### src/rtl/jsu_pkg.sv
// ----------------------------------------------------------------------------
// jsu_pkg
// shared types and constants of the json string unescaper
// ----------------------------------------------------------------------------
package jsu_pkg;

    localparam int LENGTH_BITS_DEFAULT = 24;
    localparam int QUEUE_DEPTH         = 4;
    localparam int FIELD_LEN_W         = 24;

    localparam logic [FIELD_LEN_W-1:0] MAX_BYTES_RESET = 24'hFF_FFFF;

    typedef enum logic [3:0] {
        ST_OK           = 4'd0,
        ST_UNTERMINATED = 4'd1,
        ST_CONTROL      = 4'd2,
        ST_TOO_LONG     = 4'd3,
        ST_END_IN_ESC   = 4'd4,
        ST_UNKNOWN_ESC  = 4'd5,
        ST_BAD_HEX      = 4'd6,
        ST_LONE_HIGH    = 4'd7,
        ST_BAD_PAIR     = 4'd8,
        ST_LONE_LOW     = 4'd9,
        ST_BAD_UTF8     = 4'd10
    } t_status;

    // one queue entry: either up to four decoded bytes or one status
    typedef struct packed {
        logic                   is_status;
        t_status                status;
        logic [FIELD_LEN_W-1:0] length;
        logic [1:0]             count_m1;
        logic [3:0][7:0]        bytes;
    } t_bundle;

endpackage

### src/rtl/jsu_if.sv
// ----------------------------------------------------------------------------
// jsu_if
// valid/ready channels of the json string unescaper
// ----------------------------------------------------------------------------
interface jsu_in_if;
    logic       valid;
    logic       ready;
    logic       mode;
    logic       start_req;
    logic [7:0] in_byte;

    modport source (output valid, output mode, output start_req, output in_byte,
                    input ready);
    modport sink   (input valid, input mode, input start_req, input in_byte,
                    output ready);
endinterface

interface jsu_out_if;
    logic        valid;
    logic        ready;
    logic        kind;
    logic [7:0]  data_byte;
    logic [3:0]  status;
    logic [23:0] length;
    logic        last;

    modport source (output valid, output kind, output data_byte, output status,
                    output length, output last, input ready);
    modport sink   (input valid, input kind, input data_byte, input status,
                    input length, input last, output ready);
endinterface

interface jsu_cfg_if;
    logic        valid;
    logic        ready;
    logic [23:0] byte_limit;

    modport source (output valid, output byte_limit, input ready);
    modport sink   (input valid, input byte_limit, output ready);
endinterface

### src/rtl/jsu_front.sv
// ----------------------------------------------------------------------------
// jsu_front
// accepts document bytes, runs the escape decoder and pushes result bundles
// ----------------------------------------------------------------------------
module jsu_front #(
    parameter int LENGTH_BITS = jsu_pkg::LENGTH_BITS_DEFAULT
) (
    input  logic             i_clk,
    input  logic             i_rst_n,
    jsu_in_if.sink           i_in,
    jsu_cfg_if.sink          i_cfg,
    output logic             o_push_valid,
    input  logic             i_push_ready,
    output jsu_pkg::t_bundle o_push_data
);
    import jsu_pkg::*;

    localparam int LIM_W = 33;

    localparam logic [7:0] CH_QUOTE = 8'h22;
    localparam logic [7:0] CH_BSL   = 8'h5C;
    localparam logic [7:0] CH_SLASH = 8'h2F;
    localparam logic [7:0] CH_U     = 8'h75;
    localparam logic [7:0] CH_B     = 8'h62;
    localparam logic [7:0] CH_F     = 8'h66;
    localparam logic [7:0] CH_N     = 8'h6E;
    localparam logic [7:0] CH_R     = 8'h72;
    localparam logic [7:0] CH_T     = 8'h74;
    localparam logic [7:0] CH_SPACE = 8'h20;

    typedef enum logic [2:0] {
        PH_IDLE,
        PH_BODY,
        PH_ESC,
        PH_HEX,
        PH_AFTER_HIGH,
        PH_AFTER_HIGH_ESC,
        PH_LOWHEX
    } t_phase;

    typedef struct packed {
        logic [1:0]  pend;
        logic [20:0] part;
        logic [1:0]  seq;
        logic        bad;
    } t_utf8;

    typedef struct packed {
        logic [3:0][7:0] bytes;
        logic [1:0]      n_m1;
    } t_enc;

    localparam t_utf8 U_CLEAR = '{pend: 2'd0, part: 21'd0, seq: 2'd0, bad: 1'b0};

    // bit 4 set means not a hex digit
    function automatic logic [4:0] hex_val(logic [7:0] c);
        logic [4:0] v;
        v = 5'h10;
        if (c >= 8'h30 && c <= 8'h39) begin
            v = {1'b0, 4'(c - 8'h30)};
        end else if (c >= 8'h61 && c <= 8'h66) begin
            v = {1'b0, 4'(c - 8'h57)};
        end else if (c >= 8'h41 && c <= 8'h46) begin
            v = {1'b0, 4'(c - 8'h37)};
        end
        return v;
    endfunction

    function automatic t_enc encode(logic [20:0] cp);
        t_enc e;
        e = '0;
        if (cp < 21'h80) begin
            e.bytes[0] = cp[7:0];
            e.n_m1     = 2'd0;
        end else if (cp < 21'h800) begin
            e.bytes[0] = {3'b110, cp[10:6]};
            e.bytes[1] = {2'b10, cp[5:0]};
            e.n_m1     = 2'd1;
        end else if (cp < 21'h10000) begin
            e.bytes[0] = {4'b1110, cp[15:12]};
            e.bytes[1] = {2'b10, cp[11:6]};
            e.bytes[2] = {2'b10, cp[5:0]};
            e.n_m1     = 2'd2;
        end else begin
            e.bytes[0] = {5'b11110, cp[20:18]};
            e.bytes[1] = {2'b10, cp[17:12]};
            e.bytes[2] = {2'b10, cp[11:6]};
            e.bytes[3] = {2'b10, cp[5:0]};
            e.n_m1     = 2'd3;
        end
        return e;
    endfunction

    function automatic t_utf8 utf8_feed(t_utf8 s, logic [7:0] b);
        t_utf8       r;
        logic [20:0] lo;
        r  = s;
        lo = '0;
        if (!s.bad) begin
            if (s.pend == 2'd0) begin
                if (b[7]) begin
                    if (b[7:5] == 3'b110) begin
                        r.seq  = 2'd1;
                        r.part = {16'd0, b[4:0]};
                        r.pend = 2'd1;
                    end else if (b[7:4] == 4'b1110) begin
                        r.seq  = 2'd2;
                        r.part = {17'd0, b[3:0]};
                        r.pend = 2'd2;
                    end else if (b[7:3] == 5'b11110) begin
                        r.seq  = 2'd3;
                        r.part = {18'd0, b[2:0]};
                        r.pend = 2'd3;
                    end else begin
                        r.bad = 1'b1;
                    end
                end
            end else if (b[7:6] != 2'b10) begin
                r.bad = 1'b1;
            end else begin
                r.part = {s.part[14:0], b[5:0]};
                r.pend = s.pend - 2'd1;
                if (r.pend == 2'd0) begin
                    lo = (s.seq == 2'd1) ? 21'h80 : ((s.seq == 2'd2) ? 21'h800 : 21'h10000);
                    if (r.part < lo || r.part > 21'h10FFFF ||
                        (r.part >= 21'hD800 && r.part <= 21'hDFFF)) begin
                        r.bad = 1'b1;
                    end
                end
            end
        end
        return r;
    endfunction

    t_phase                 r_phase, n_phase, b_phase;
    logic [15:0]            r_hex, n_hex, b_hex;
    logic [1:0]             r_hex_cnt, n_hex_cnt, b_hex_cnt;
    logic [9:0]             r_high, n_high, b_high;
    logic [LENGTH_BITS-1:0] r_len, n_len, b_len;
    t_utf8                  r_u, n_u, b_u;
    logic [FIELD_LEN_W-1:0] r_max_bytes;

    logic        accept;
    logic        want_cp, want_raw, fail, close_ok;
    t_status     fail_code;
    logic [20:0] cp;
    logic [7:0]  raw;
    logic [4:0]  digit;
    logic [15:0] acc;
    t_enc        enc;
    logic [LIM_W-1:0] cap, max_ext, lim, next_len, len_ext;

    assign accept      = i_in.valid && i_in.ready;
    assign i_in.ready  = i_push_ready;
    assign i_cfg.ready = 1'b1;

    assign cap     = (LIM_W'(1) << LENGTH_BITS) - LIM_W'(1);
    assign max_ext = LIM_W'(r_max_bytes);
    assign lim     = (max_ext > cap) ? cap : max_ext;

    always_comb begin
        b_phase   = r_phase;
        b_hex     = r_hex;
        b_hex_cnt = r_hex_cnt;
        b_high    = r_high;
        b_len     = r_len;
        b_u       = r_u;
        if (i_in.start_req) begin
            b_phase   = PH_BODY;
            b_hex     = '0;
            b_hex_cnt = '0;
            b_high    = '0;
            b_len     = '0;
            b_u       = U_CLEAR;
        end
        n_phase   = b_phase;
        n_hex     = b_hex;
        n_hex_cnt = b_hex_cnt;
        n_high    = b_high;
        n_len     = b_len;
        n_u       = b_u;
        want_cp   = 1'b0;
        want_raw  = 1'b0;
        fail      = 1'b0;
        close_ok  = 1'b0;
        fail_code = ST_OK;
        cp        = '0;
        raw       = i_in.in_byte;
        digit     = hex_val(i_in.in_byte);
        acc       = {b_hex[11:0], digit[3:0]};

        if (i_in.mode) begin
            case (b_phase)
                PH_BODY: begin
                    fail = 1'b1; fail_code = ST_UNTERMINATED;
                end
                PH_ESC: begin
                    fail = 1'b1; fail_code = ST_END_IN_ESC;
                end
                PH_HEX, PH_LOWHEX: begin
                    fail = 1'b1; fail_code = ST_BAD_HEX;
                end
                PH_AFTER_HIGH, PH_AFTER_HIGH_ESC: begin
                    fail = 1'b1; fail_code = ST_LONE_HIGH;
                end
                default: begin
                end
            endcase
        end else begin
            case (b_phase)
                PH_BODY: begin
                    if (i_in.in_byte == CH_QUOTE) begin
                        if (b_u.bad || b_u.pend != 2'd0) begin
                            fail = 1'b1; fail_code = ST_BAD_UTF8;
                        end else begin
                            close_ok = 1'b1;
                        end
                    end else if (i_in.in_byte < CH_SPACE) begin
                        fail = 1'b1; fail_code = ST_CONTROL;
                    end else if (i_in.in_byte == CH_BSL) begin
                        n_phase = PH_ESC;
                    end else begin
                        want_raw = 1'b1;
                    end
                end
                PH_ESC: begin
                    n_phase  = PH_BODY;
                    want_raw = 1'b1;
                    case (i_in.in_byte)
                        CH_B: raw = 8'h08;
                        CH_F: raw = 8'h0C;
                        CH_N: raw = 8'h0A;
                        CH_R: raw = 8'h0D;
                        CH_T: raw = 8'h09;
                        CH_QUOTE, CH_BSL, CH_SLASH: raw = i_in.in_byte;
                        CH_U: begin
                            want_raw  = 1'b0;
                            n_phase   = PH_HEX;
                            n_hex     = '0;
                            n_hex_cnt = '0;
                        end
                        default: begin
                            want_raw = 1'b0;
                            fail = 1'b1; fail_code = ST_UNKNOWN_ESC;
                        end
                    endcase
                end
                PH_HEX, PH_LOWHEX: begin
                    if (digit[4]) begin
                        fail = 1'b1; fail_code = ST_BAD_HEX;
                    end else begin
                        n_hex = acc;
                        if (b_hex_cnt != 2'd3) begin
                            n_hex_cnt = b_hex_cnt + 2'd1;
                        end else begin
                            n_hex_cnt = '0;
                            if (b_phase == PH_LOWHEX) begin
                                if (acc < 16'hDC00 || acc > 16'hDFFF) begin
                                    fail = 1'b1; fail_code = ST_BAD_PAIR;
                                end else begin
                                    n_phase = PH_BODY;
                                    want_cp = 1'b1;
                                    cp      = 21'h10000 + {1'b0, b_high, acc[9:0]};
                                end
                            end else if (acc >= 16'hD800 && acc <= 16'hDBFF) begin
                                n_high  = acc[9:0];
                                n_phase = PH_AFTER_HIGH;
                            end else if (acc >= 16'hDC00 && acc <= 16'hDFFF) begin
                                fail = 1'b1; fail_code = ST_LONE_LOW;
                            end else begin
                                n_phase = PH_BODY;
                                want_cp = 1'b1;
                                cp      = {5'd0, acc};
                            end
                        end
                    end
                end
                PH_AFTER_HIGH: begin
                    if (i_in.in_byte == CH_BSL) begin
                        n_phase = PH_AFTER_HIGH_ESC;
                    end else begin
                        fail = 1'b1; fail_code = ST_LONE_HIGH;
                    end
                end
                PH_AFTER_HIGH_ESC: begin
                    if (i_in.in_byte == CH_U) begin
                        n_phase   = PH_LOWHEX;
                        n_hex     = '0;
                        n_hex_cnt = '0;
                    end else begin
                        fail = 1'b1; fail_code = ST_LONE_HIGH;
                    end
                end
                default: begin
                end
            endcase
        end

        // raw and short-escape bytes pass as one byte, code points get encoded
        if (want_raw) begin
            enc          = '0;
            enc.bytes[0] = raw;
        end else begin
            enc = encode(cp);
        end
        next_len = LIM_W'(b_len) + LIM_W'(enc.n_m1) + LIM_W'(1);

        if (want_raw || want_cp) begin
            if (next_len > lim) begin
                fail = 1'b1; fail_code = ST_TOO_LONG;
            end else begin
                n_len = next_len[LENGTH_BITS-1:0];
                for (int i = 0; i < 4; i++) begin
                    if (2'(i) <= enc.n_m1) begin
                        n_u = utf8_feed(n_u, enc.bytes[i]);
                    end
                end
            end
        end

        if (fail || close_ok || b_phase == PH_IDLE) begin
            n_phase   = PH_IDLE;
            n_hex     = '0;
            n_hex_cnt = '0;
            n_high    = '0;
            n_len     = '0;
            n_u       = U_CLEAR;
        end

        len_ext                = LIM_W'(b_len);
        o_push_data.is_status  = fail || close_ok;
        o_push_data.status     = fail ? fail_code : ST_OK;
        o_push_data.length     = close_ok ? len_ext[FIELD_LEN_W-1:0] : '0;
        o_push_data.count_m1   = enc.n_m1;
        o_push_data.bytes      = enc.bytes;
        o_push_valid           = i_in.valid && (fail || close_ok || want_raw || want_cp);
    end

    always_ff @(posedge i_clk) begin
        if (!i_rst_n) begin
            r_phase     <= PH_IDLE;
            r_hex       <= '0;
            r_hex_cnt   <= '0;
            r_high      <= '0;
            r_len       <= '0;
            r_u         <= U_CLEAR;
            r_max_bytes <= MAX_BYTES_RESET;
        end else begin
            if (i_cfg.valid) begin
                r_max_bytes <= i_cfg.byte_limit;
            end
            if (accept) begin
                r_phase   <= n_phase;
                r_hex     <= n_hex;
                r_hex_cnt <= n_hex_cnt;
                r_high    <= n_high;
                r_len     <= n_len;
                r_u       <= n_u;
            end
        end
    end

endmodule

### src/rtl/jsu_queue.sv
// ----------------------------------------------------------------------------
// jsu_queue
// short first-in first-out queue of result bundles between front and back
// ----------------------------------------------------------------------------
module jsu_queue (
    input  logic             i_clk,
    input  logic             i_rst_n,
    input  logic             i_push_valid,
    output logic             o_push_ready,
    input  jsu_pkg::t_bundle i_push_data,
    output logic             o_pop_valid,
    input  logic             i_pop_ready,
    output jsu_pkg::t_bundle o_pop_data
);
    import jsu_pkg::*;

    localparam int PTR_W = $clog2(QUEUE_DEPTH);
    localparam int CNT_W = $clog2(QUEUE_DEPTH + 1);

    t_bundle          r_mem [QUEUE_DEPTH];
    logic [PTR_W-1:0] r_wr_ptr, r_rd_ptr;
    logic [CNT_W-1:0] r_count;
    logic             push, pop;

    assign o_push_ready = (r_count != CNT_W'(QUEUE_DEPTH));
    assign o_pop_valid  = (r_count != '0);
    assign o_pop_data   = r_mem[r_rd_ptr];
    assign push         = i_push_valid && o_push_ready;
    assign pop          = o_pop_valid && i_pop_ready;

    always_ff @(posedge i_clk) begin
        if (push) begin
            r_mem[r_wr_ptr] <= i_push_data;
        end
    end

    // pointers wrap naturally, depth is a power of two
    always_ff @(posedge i_clk) begin
        if (!i_rst_n) begin
            r_wr_ptr <= '0;
            r_rd_ptr <= '0;
            r_count  <= '0;
        end else begin
            if (push) begin
                r_wr_ptr <= r_wr_ptr + PTR_W'(1);
            end
            if (pop) begin
                r_rd_ptr <= r_rd_ptr + PTR_W'(1);
            end
            if (push && !pop) begin
                r_count <= r_count + CNT_W'(1);
            end else if (pop && !push) begin
                r_count <= r_count - CNT_W'(1);
            end
        end
    end

endmodule

### src/rtl/jsu_back.sv
// ----------------------------------------------------------------------------
// jsu_back
// splits queued bundles into single results behind an output register
// ----------------------------------------------------------------------------
module jsu_back (
    input  logic             i_clk,
    input  logic             i_rst_n,
    input  logic             i_q_valid,
    output logic             o_q_ready,
    input  jsu_pkg::t_bundle i_q_data,
    jsu_out_if.source        o_out
);
    import jsu_pkg::*;

    logic [1:0]  r_idx;
    logic        r_valid;
    logic        r_kind;
    logic [7:0]  r_data;
    logic [3:0]  r_status;
    logic [23:0] r_length;
    logic        r_last;
    logic        load, is_last;

    assign load      = i_q_valid && (!r_valid || o_out.ready);
    assign is_last   = i_q_data.is_status || (r_idx == i_q_data.count_m1);
    assign o_q_ready = load && is_last;

    assign o_out.valid     = r_valid;
    assign o_out.kind      = r_kind;
    assign o_out.data_byte = r_data;
    assign o_out.status    = r_status;
    assign o_out.length    = r_length;
    assign o_out.last      = r_last;

    always_ff @(posedge i_clk) begin
        if (!i_rst_n) begin
            r_valid <= 1'b0;
            r_idx   <= '0;
        end else if (load) begin
            r_valid <= 1'b1;
            r_idx   <= is_last ? 2'd0 : r_idx + 2'd1;
        end else if (o_out.ready) begin
            r_valid <= 1'b0;
        end
    end

    always_ff @(posedge i_clk) begin
        if (load) begin
            r_kind   <= i_q_data.is_status;
            r_data   <= i_q_data.is_status ? 8'd0 : i_q_data.bytes[r_idx];
            r_status <= i_q_data.is_status ? i_q_data.status : ST_OK;
            r_length <= i_q_data.is_status ? i_q_data.length : 24'd0;
            r_last   <= is_last;
        end
    end

endmodule

### src/rtl/json_string_unescaper.sv
// ----------------------------------------------------------------------------
// json_string_unescaper
// json string body decoder with utf-8 re-encoding of unicode escapes
// ----------------------------------------------------------------------------
// One document byte is accepted per cycle. Each accepted byte is decoded in
// the cycle it is taken and its results (up to four decoded bytes, or one
// status) go as a bundle into a four-entry queue; the output stage sends one
// result per cycle while the output is ready, and the queue absorbs bursts of
// multi-byte escapes. Input ready drops only while the queue is full. The
// first result of a byte passes through the queue and then the output
// register before it reaches the output. The limit register is written
// through the config channel, which is always ready; write it only while
// the block is idle.
module json_string_unescaper #(
    parameter int LENGTH_BITS = jsu_pkg::LENGTH_BITS_DEFAULT
) (
    input  logic      i_clk,
    input  logic      i_rst_n,
    jsu_in_if.sink    i_in,
    jsu_cfg_if.sink   i_cfg,
    jsu_out_if.source o_out
);
    import jsu_pkg::*;

    logic    push_valid, push_ready, pop_valid, pop_ready;
    t_bundle push_data, pop_data;

    jsu_front #(
        .LENGTH_BITS (LENGTH_BITS)
    ) u_front (
        .i_clk        (i_clk),
        .i_rst_n      (i_rst_n),
        .i_in         (i_in),
        .i_cfg        (i_cfg),
        .o_push_valid (push_valid),
        .i_push_ready (push_ready),
        .o_push_data  (push_data)
    );

    jsu_queue u_queue (
        .i_clk        (i_clk),
        .i_rst_n      (i_rst_n),
        .i_push_valid (push_valid),
        .o_push_ready (push_ready),
        .i_push_data  (push_data),
        .o_pop_valid  (pop_valid),
        .i_pop_ready  (pop_ready),
        .o_pop_data   (pop_data)
    );

    jsu_back u_back (
        .i_clk     (i_clk),
        .i_rst_n   (i_rst_n),
        .i_q_valid (pop_valid),
        .o_q_ready (pop_ready),
        .i_q_data  (pop_data),
        .o_out     (o_out)
    );

endmodule

### src/flat_wrapper.sv
// flat-port wrapper written by rule: the top's interface ports become plain ports
module json_string_unescaper_flat import jsu_pkg::*;
#(
    parameter int LENGTH_BITS = jsu_pkg::LENGTH_BITS_DEFAULT
)
  (i_clk, i_rst_n, i_in_valid, i_in_mode, i_in_start_req, i_in_in_byte, i_in_ready, i_cfg_valid, i_cfg_byte_limit, i_cfg_ready, o_out_valid, o_out_kind, o_out_data_byte, o_out_status, o_out_length, o_out_last, o_out_ready);
  jsu_in_if i_in_i ();
  jsu_cfg_if i_cfg_i ();
  jsu_out_if o_out_i ();
  input  logic i_clk;
  input  logic i_rst_n;
  input wire logic [$bits(i_in_i.valid)-1:0] i_in_valid;
  input wire logic [$bits(i_in_i.mode)-1:0] i_in_mode;
  input wire logic [$bits(i_in_i.start_req)-1:0] i_in_start_req;
  input wire logic [$bits(i_in_i.in_byte)-1:0] i_in_in_byte;
  output wire logic [$bits(i_in_i.ready)-1:0] i_in_ready;
  input wire logic [$bits(i_cfg_i.valid)-1:0] i_cfg_valid;
  input wire logic [$bits(i_cfg_i.byte_limit)-1:0] i_cfg_byte_limit;
  output wire logic [$bits(i_cfg_i.ready)-1:0] i_cfg_ready;
  output wire logic [$bits(o_out_i.valid)-1:0] o_out_valid;
  output wire logic [$bits(o_out_i.kind)-1:0] o_out_kind;
  output wire logic [$bits(o_out_i.data_byte)-1:0] o_out_data_byte;
  output wire logic [$bits(o_out_i.status)-1:0] o_out_status;
  output wire logic [$bits(o_out_i.length)-1:0] o_out_length;
  output wire logic [$bits(o_out_i.last)-1:0] o_out_last;
  input wire logic [$bits(o_out_i.ready)-1:0] o_out_ready;
  assign i_in_i.valid = i_in_valid;
  assign i_in_i.mode = i_in_mode;
  assign i_in_i.start_req = i_in_start_req;
  assign i_in_i.in_byte = i_in_in_byte;
  assign i_in_ready = i_in_i.ready;
  assign i_cfg_i.valid = i_cfg_valid;
  assign i_cfg_i.byte_limit = i_cfg_byte_limit;
  assign i_cfg_ready = i_cfg_i.ready;
  assign o_out_valid = o_out_i.valid;
  assign o_out_kind = o_out_i.kind;
  assign o_out_data_byte = o_out_i.data_byte;
  assign o_out_status = o_out_i.status;
  assign o_out_length = o_out_i.length;
  assign o_out_last = o_out_i.last;
  assign o_out_i.ready = o_out_ready;
  json_string_unescaper #(.LENGTH_BITS(LENGTH_BITS)) u_core (.i_clk(i_clk), .i_rst_n(i_rst_n), .i_in(i_in_i), .i_cfg(i_cfg_i), .o_out(o_out_i));
endmodule
### config.mk
export PLATFORM = sky130hd
export DESIGN_NAME = json_string_unescaper_flat
export DESIGN_NICKNAME = d
export VERILOG_FILES = /design/src/rtl/jsu_pkg.sv /design/src/rtl/jsu_if.sv /design/src/rtl/jsu_front.sv /design/src/rtl/jsu_queue.sv /design/src/rtl/jsu_back.sv /design/src/rtl/json_string_unescaper.sv /design/src/flat_wrapper.sv
export SDC_FILE = /design/constraint.sdc
export NUM_CORES = 1
export LEC_CHECK = 0
export BUFFER_PORTS_ARGS = -buffer_cell sky130_fd_sc_hd__buf_2
export CAP_MARGIN = 20
export CORE_MARGIN = 3
export CORE_UTILIZATION = 35
export DETAILED_ROUTE_END_ITERATION = 6
export PLACE_DENSITY_LB_ADDON = 0.1
export SLEW_MARGIN = 20
export SYNTH_ARGS = -nofsm -noshare
export SYNTH_HDL_FRONTEND = slang
export SYNTH_SLANG_ARGS = --single-unit
export TNS_END_PERCENT = 1
### constraint.sdc
create_clock -name i_clk -period 25.5 [get_ports i_clk]
set_clock_uncertainty 0.1 [all_clocks]
set_input_delay 3.825 -clock i_clk [delete_from_list [all_inputs] [get_ports i_clk]]
set_output_delay 3.825 -clock i_clk [all_outputs]
set_load 0.1 [all_outputs]
==> flow_results.xml <==
<?xml version="1.0" encoding="UTF-8"?>
<metrics>
  <group name="cts">
    <metric name="cts_max_level" unit="">2</metric>
    <metric name="clock_latency" unit="ps">580</metric>
    <metric name="postCtsSetupRepairBufs" unit="">0</metric>
    <metric name="cts_tree" unit="">yes</metric>
    <metric name="sink_count" unit="">381</metric>
    <metric name="cts.hold.buffers_added" unit="">0</metric>
    <metric name="cts_root_buffer" unit="">sky130_fd_sc_hd__clkbuf_16</metric>
    <metric name="cts-root-to-sink-buffers" unit="">3</metric>
    <metric name="cts_made_buffers" unit="">44</metric>
    <metric name="cts-resized-gates" unit="">0</metric>
    <metric name="clkTransAtPathRegs" unit="ps">60</metric>
  </group>
  <group name="floorplanning">
    <metric name="fp.dieArea" unit="sq um">60200</metric>
    <metric name="initial_core_util" unit="">0.355</metric>
    <metric name="design.core.area" unit="sq um">56500</metric>
    <metric name="die_width" unit="um">245</metric>
    <metric name="fp.dieH" unit="um">245</metric>
    <metric name="num_io_pins" unit="">80</metric>
    <metric name="floorplan.rows" unit="">87</metric>
  </group>
  <group name="synth">
    <metric name="synth.top_cells.by_count" unit="">sky130_fd_sc_hd__edfxtp_1, sky130_fd_sc_hd__nor2_1, sky130_fd_sc_hd__nand2_1, sky130_fd_sc_hd__dfxtp_1, sky130_fd_sc_hd__a21oi_1</metric>
    <metric name="post_synthesis_cell_area" unit="sq um">20000</metric>
    <metric name="async_sr_flop_fraction" unit="">0</metric>
    <metric name="synth_fp_nets" unit="">1921</metric>
    <metric name="synthDistinctLibCells" unit="">100</metric>
    <metric name="syn_avg_cell_area" unit="sq um">11.0</metric>
    <metric name="largest_cells_by_area_after_synthesis" unit="">sky130_fd_sc_hd__edfxtp_1, sky130_fd_sc_hd__dfxtp_1, sky130_fd_sc_hd__mux4_2</metric>
    <metric name="synthDominantAreaCellType" unit="">sky130_fd_sc_hd__edfxtp_1</metric>
    <metric name="synth-seq-cells" unit="">381</metric>
    <metric name="yosysSeqAreaShare" unit="">0.517</metric>
    <metric name="synth_top_area_frac" unit="">0.411</metric>
    <metric name="synth.most_common_cell" unit="">sky130_fd_sc_hd__edfxtp_1</metric>
    <metric name="yosys_most_used_dff" unit="">sky130_fd_sc_hd__edfxtp_1</metric>
    <metric name="post_synth_inst_count" unit="">1823</metric>
    <metric name="post_synth_edffs" unit="">274</metric>
    <metric name="yosys_warning_count" unit="">0</metric>
  </group>
  <group name="drt">
    <metric name="drt_iter0_drc" unit="">1223</metric>
    <metric name="drt_pass1_iterations" unit="">5</metric>
    <metric name="via_count" unit="">15116</metric>
    <metric name="drcViolationCount" unit="">0</metric>
    <metric name="via_per_inst" unit="">5.68</metric>
    <metric name="avgRoutedWirePerCell" unit="um">23.5</metric>
    <metric name="ant_nets" unit="">0</metric>
    <metric name="routed_wirelength" unit="um">62600</metric>
  </group>
  <group name="worst_setup_path">
    <metric name="critical_path_peak_fanout" unit="">40</metric>
    <metric name="setup.worst_path.end_class" unit="">flip-flop</metric>
    <metric name="critPathKind" unit="">input port to flip-flop</metric>
    <metric name="max_stage_delay" unit="ps">810</metric>
    <metric name="required" unit="ps">25880</metric>
    <metric name="critical-path-top-cell-by-count" unit="">sky130_fd_sc_hd__and3_1</metric>
    <metric name="crit_arrival" unit="ps">13750</metric>
    <metric name="critical_path_source_type" unit="">input port</metric>
    <metric name="critical_path.slowest_cell" unit="">sky130_fd_sc_hd__and3_1</metric>
  </group>
  <group name="cells_and_area">
    <metric name="area_delta_synth_final" unit="%">12.6</metric>
    <metric name="design_area" unit="sq um">22600</metric>
    <metric name="drive_above_1_share" unit="">0.148</metric>
    <metric name="layout.nets" unit="">1969</metric>
    <metric name="layout.filler_cells" unit="">5480</metric>
  </group>
  <group name="grt">
    <metric name="via_count_of_the_first_global_routing_pass" unit="">14630</metric>
    <metric name="globalRoute.totalOverflow" unit="">0</metric>
    <metric name="grt_usage" unit="">0.206</metric>
    <metric name="maximum_number_of_pins_on_one_net_before_global_route_repair" unit="">66</metric>
    <metric name="antenna_violations_before_repair" unit="">0</metric>
    <metric name="grt_first_pass_wirelength" unit="um">94100</metric>
  </group>
  <group name="sta">
    <metric name="maxSlewViolCount" unit="">0</metric>
    <metric name="worst_slew_pin_slew" unit="ps">980</metric>
    <metric name="rsz0062_at_grt" unit="">false</metric>
    <metric name="final_number_of_setup_violating_endpoints" unit="">0</metric>
    <metric name="max_freq" unit="MHz">74.8</metric>
    <metric name="finalSetupTns" unit="ps">0</metric>
    <metric name="period_minus_slack" unit="ps">13370</metric>
    <metric name="worst_case_headroom_to_the_max_slew_limit" unit="">0.345</metric>
    <metric name="hold_violation_count_in_the_final_report" unit="">0</metric>
    <metric name="fin_crit_share" unit="">0.524</metric>
    <metric name="whs" unit="ps">359</metric>
  </group>
  <group name="place">
    <metric name="portBuffers" unit="">78</metric>
    <metric name="placed_area" unit="sq um">21200</metric>
    <metric name="routabilityCongestion" unit="">0.957</metric>
    <metric name="place.detailed.hpwl" unit="um">44400</metric>
  </group>
  <group name="power_and_ir_drop">
    <metric name="power_density" unit="nW/um^2">82.7</metric>
    <metric name="total_power" unit="mW">1.87</metric>
    <metric name="vdd_ir_drop_max" unit="mV">0.0683</metric>
    <metric name="leakagePower" unit="nW">8.04</metric>
  </group>
  <group name="worst_hold_path">
    <metric name="min_path_type" unit="">flip-flop to flip-flop</metric>
  </group>
  <group name="run">
    <metric name="number_of_max_cap_violations" unit="">0</metric>
  </group>
  <group name="outcome">
    <metric name="outcome" unit="">finished, final reports clean</metric>
  </group>
</metrics>
cell type report:
class / instances / area, sq um / area share
Sequential cell: 381 / 10400 / 0.460
Multi-Input combinational cell: 1266 / 9000 / 0.399
Clock buffer: 56 / 1190 / 0.0526
Tap cell: 756 / 946 / 0.0419
Timing Repair Buffer: 104 / 586 / 0.0260
Inverter: 74 / 278 / 0.0123
Clock inverter: 23 / 174 / 0.00771
Antenna cell: 3 / 7.51 / 0.000333
placed cells by master, fill, tap and decap left out, drive strengths merged, types with 8 or more instances in the layout:
cell,Yosys,final
and2,69,69
nand4,14,14
a32oi,9,9
and3,25,25
dfxtp,107,107
a211oi,10,10
clkbuf,69,56
nor2,183,183
buf,33,104
clkinv,1,19
a21oi,95,95
a31oi,20,20
xnor2,26,26
a311oi,8,8
a22o,8,8
edfxtp,274,274
or4,9,9
mux4,65,65
mux2i,25,25
nor3,46,46
nand2b,10,10
xor2,12,12
inv,73,75
a21o,14,14
o22ai,12,12
nand2,168,168
ha,57,57
nor4,17,17
o211ai,33,33
o21ai,80,80
a211o,8,8
or3,9,9
nand3,54,54
nor2b,27,27
a22oi,42,42
nor3b,8,8
stage by stage:
stage / instances / util / worst slack, ps
floorplan: 1823 / - / 13060
global placement: 2581 / 0.375 / 12030
detailed placement: 2581 / 0.375 / 11640
CTS: 2660 / 0.399 / 12230
global route: 2660 / 0.399 / 11280
finish: 2663 / 0.399 / 12130
where the power goes:
part | switching [mW] | internal (mW)
combinational | 0.383 | 0.124
sequential | 0.0328 | 0.735
clock | 0.258 | 0.332
total | 0.674 | 1.19
cell families after synthesis:
family	synth area share
AOI/OAI and AO/OA	0.138
xor gates and xnor gates	0.0166
adders and majority gates	0.0376
buffers and inverters	0.0346
DFF	0.517
muxes	0.0880
other	0.000187
and+or+nand+nor	0.167
routing by layer:
layer	wire length [um]	global-route usage	up-vias
met4	1220	0.0488	0
met2	27900	0.315	474
met3	3670	0.0316	76
met1	29800	0.306	7582
met5	0	0	-
li1	-	-	6984
critical path, delay by kind of cell:
kind | cells | cell delay (ps)
xor+xnor | 1 | 130
compound gates | 7 | 2160
fa+ha+maj | 3 | 920
simple gates | 20 | 5260
mux | 1 | 270
buf+inv | 5 | 1160
flip-flops by register name, indices dropped and copies added (netlist names), named ones only:
register	flops
u_core.u_back.o_out.kind	1
u_core.u_queue.r_rd_ptr	2
u_core.u_back.o_out.length	24
u_core.u_back.r_idx	2
u_core.u_front.r_hex	12
u_core.u_back.o_out.status	4
u_core.u_back.o_out.last	1
u_core.u_front.r_u	20
u_core.u_front.r_hex_cnt	2
u_core.u_front.r_max_bytes	24
u_core.u_front.r_high	10
u_core.u_queue.r_count	3
u_core.u_queue.r_wr_ptr	2
u_core.u_back.o_out.data_byte	8
u_core.u_back.o_out.valid	1
u_core.u_queue.r_mem	236
u_core.u_front.r_phase	3
u_core.u_front.r_len	24
path summary, 6_finish.rpt:
kind / startpoint / endpoint / slack [ps] / cells after the start
min: u_core.u_front.r_u[24] / u_core.u_front.r_u[24] / 360 / 2
max reg2reg: u_core.u_front.r_phase[0] / u_core.u_front.r_len[19] / 15560 / 31
max: i_in_start_req / u_core.u_front.r_len[19] / 12130 / 37
min reg2reg: u_core.u_front.r_u[24] / u_core.u_front.r_u[24] / 360 / 2
Power figures use the tool's default switching activity.
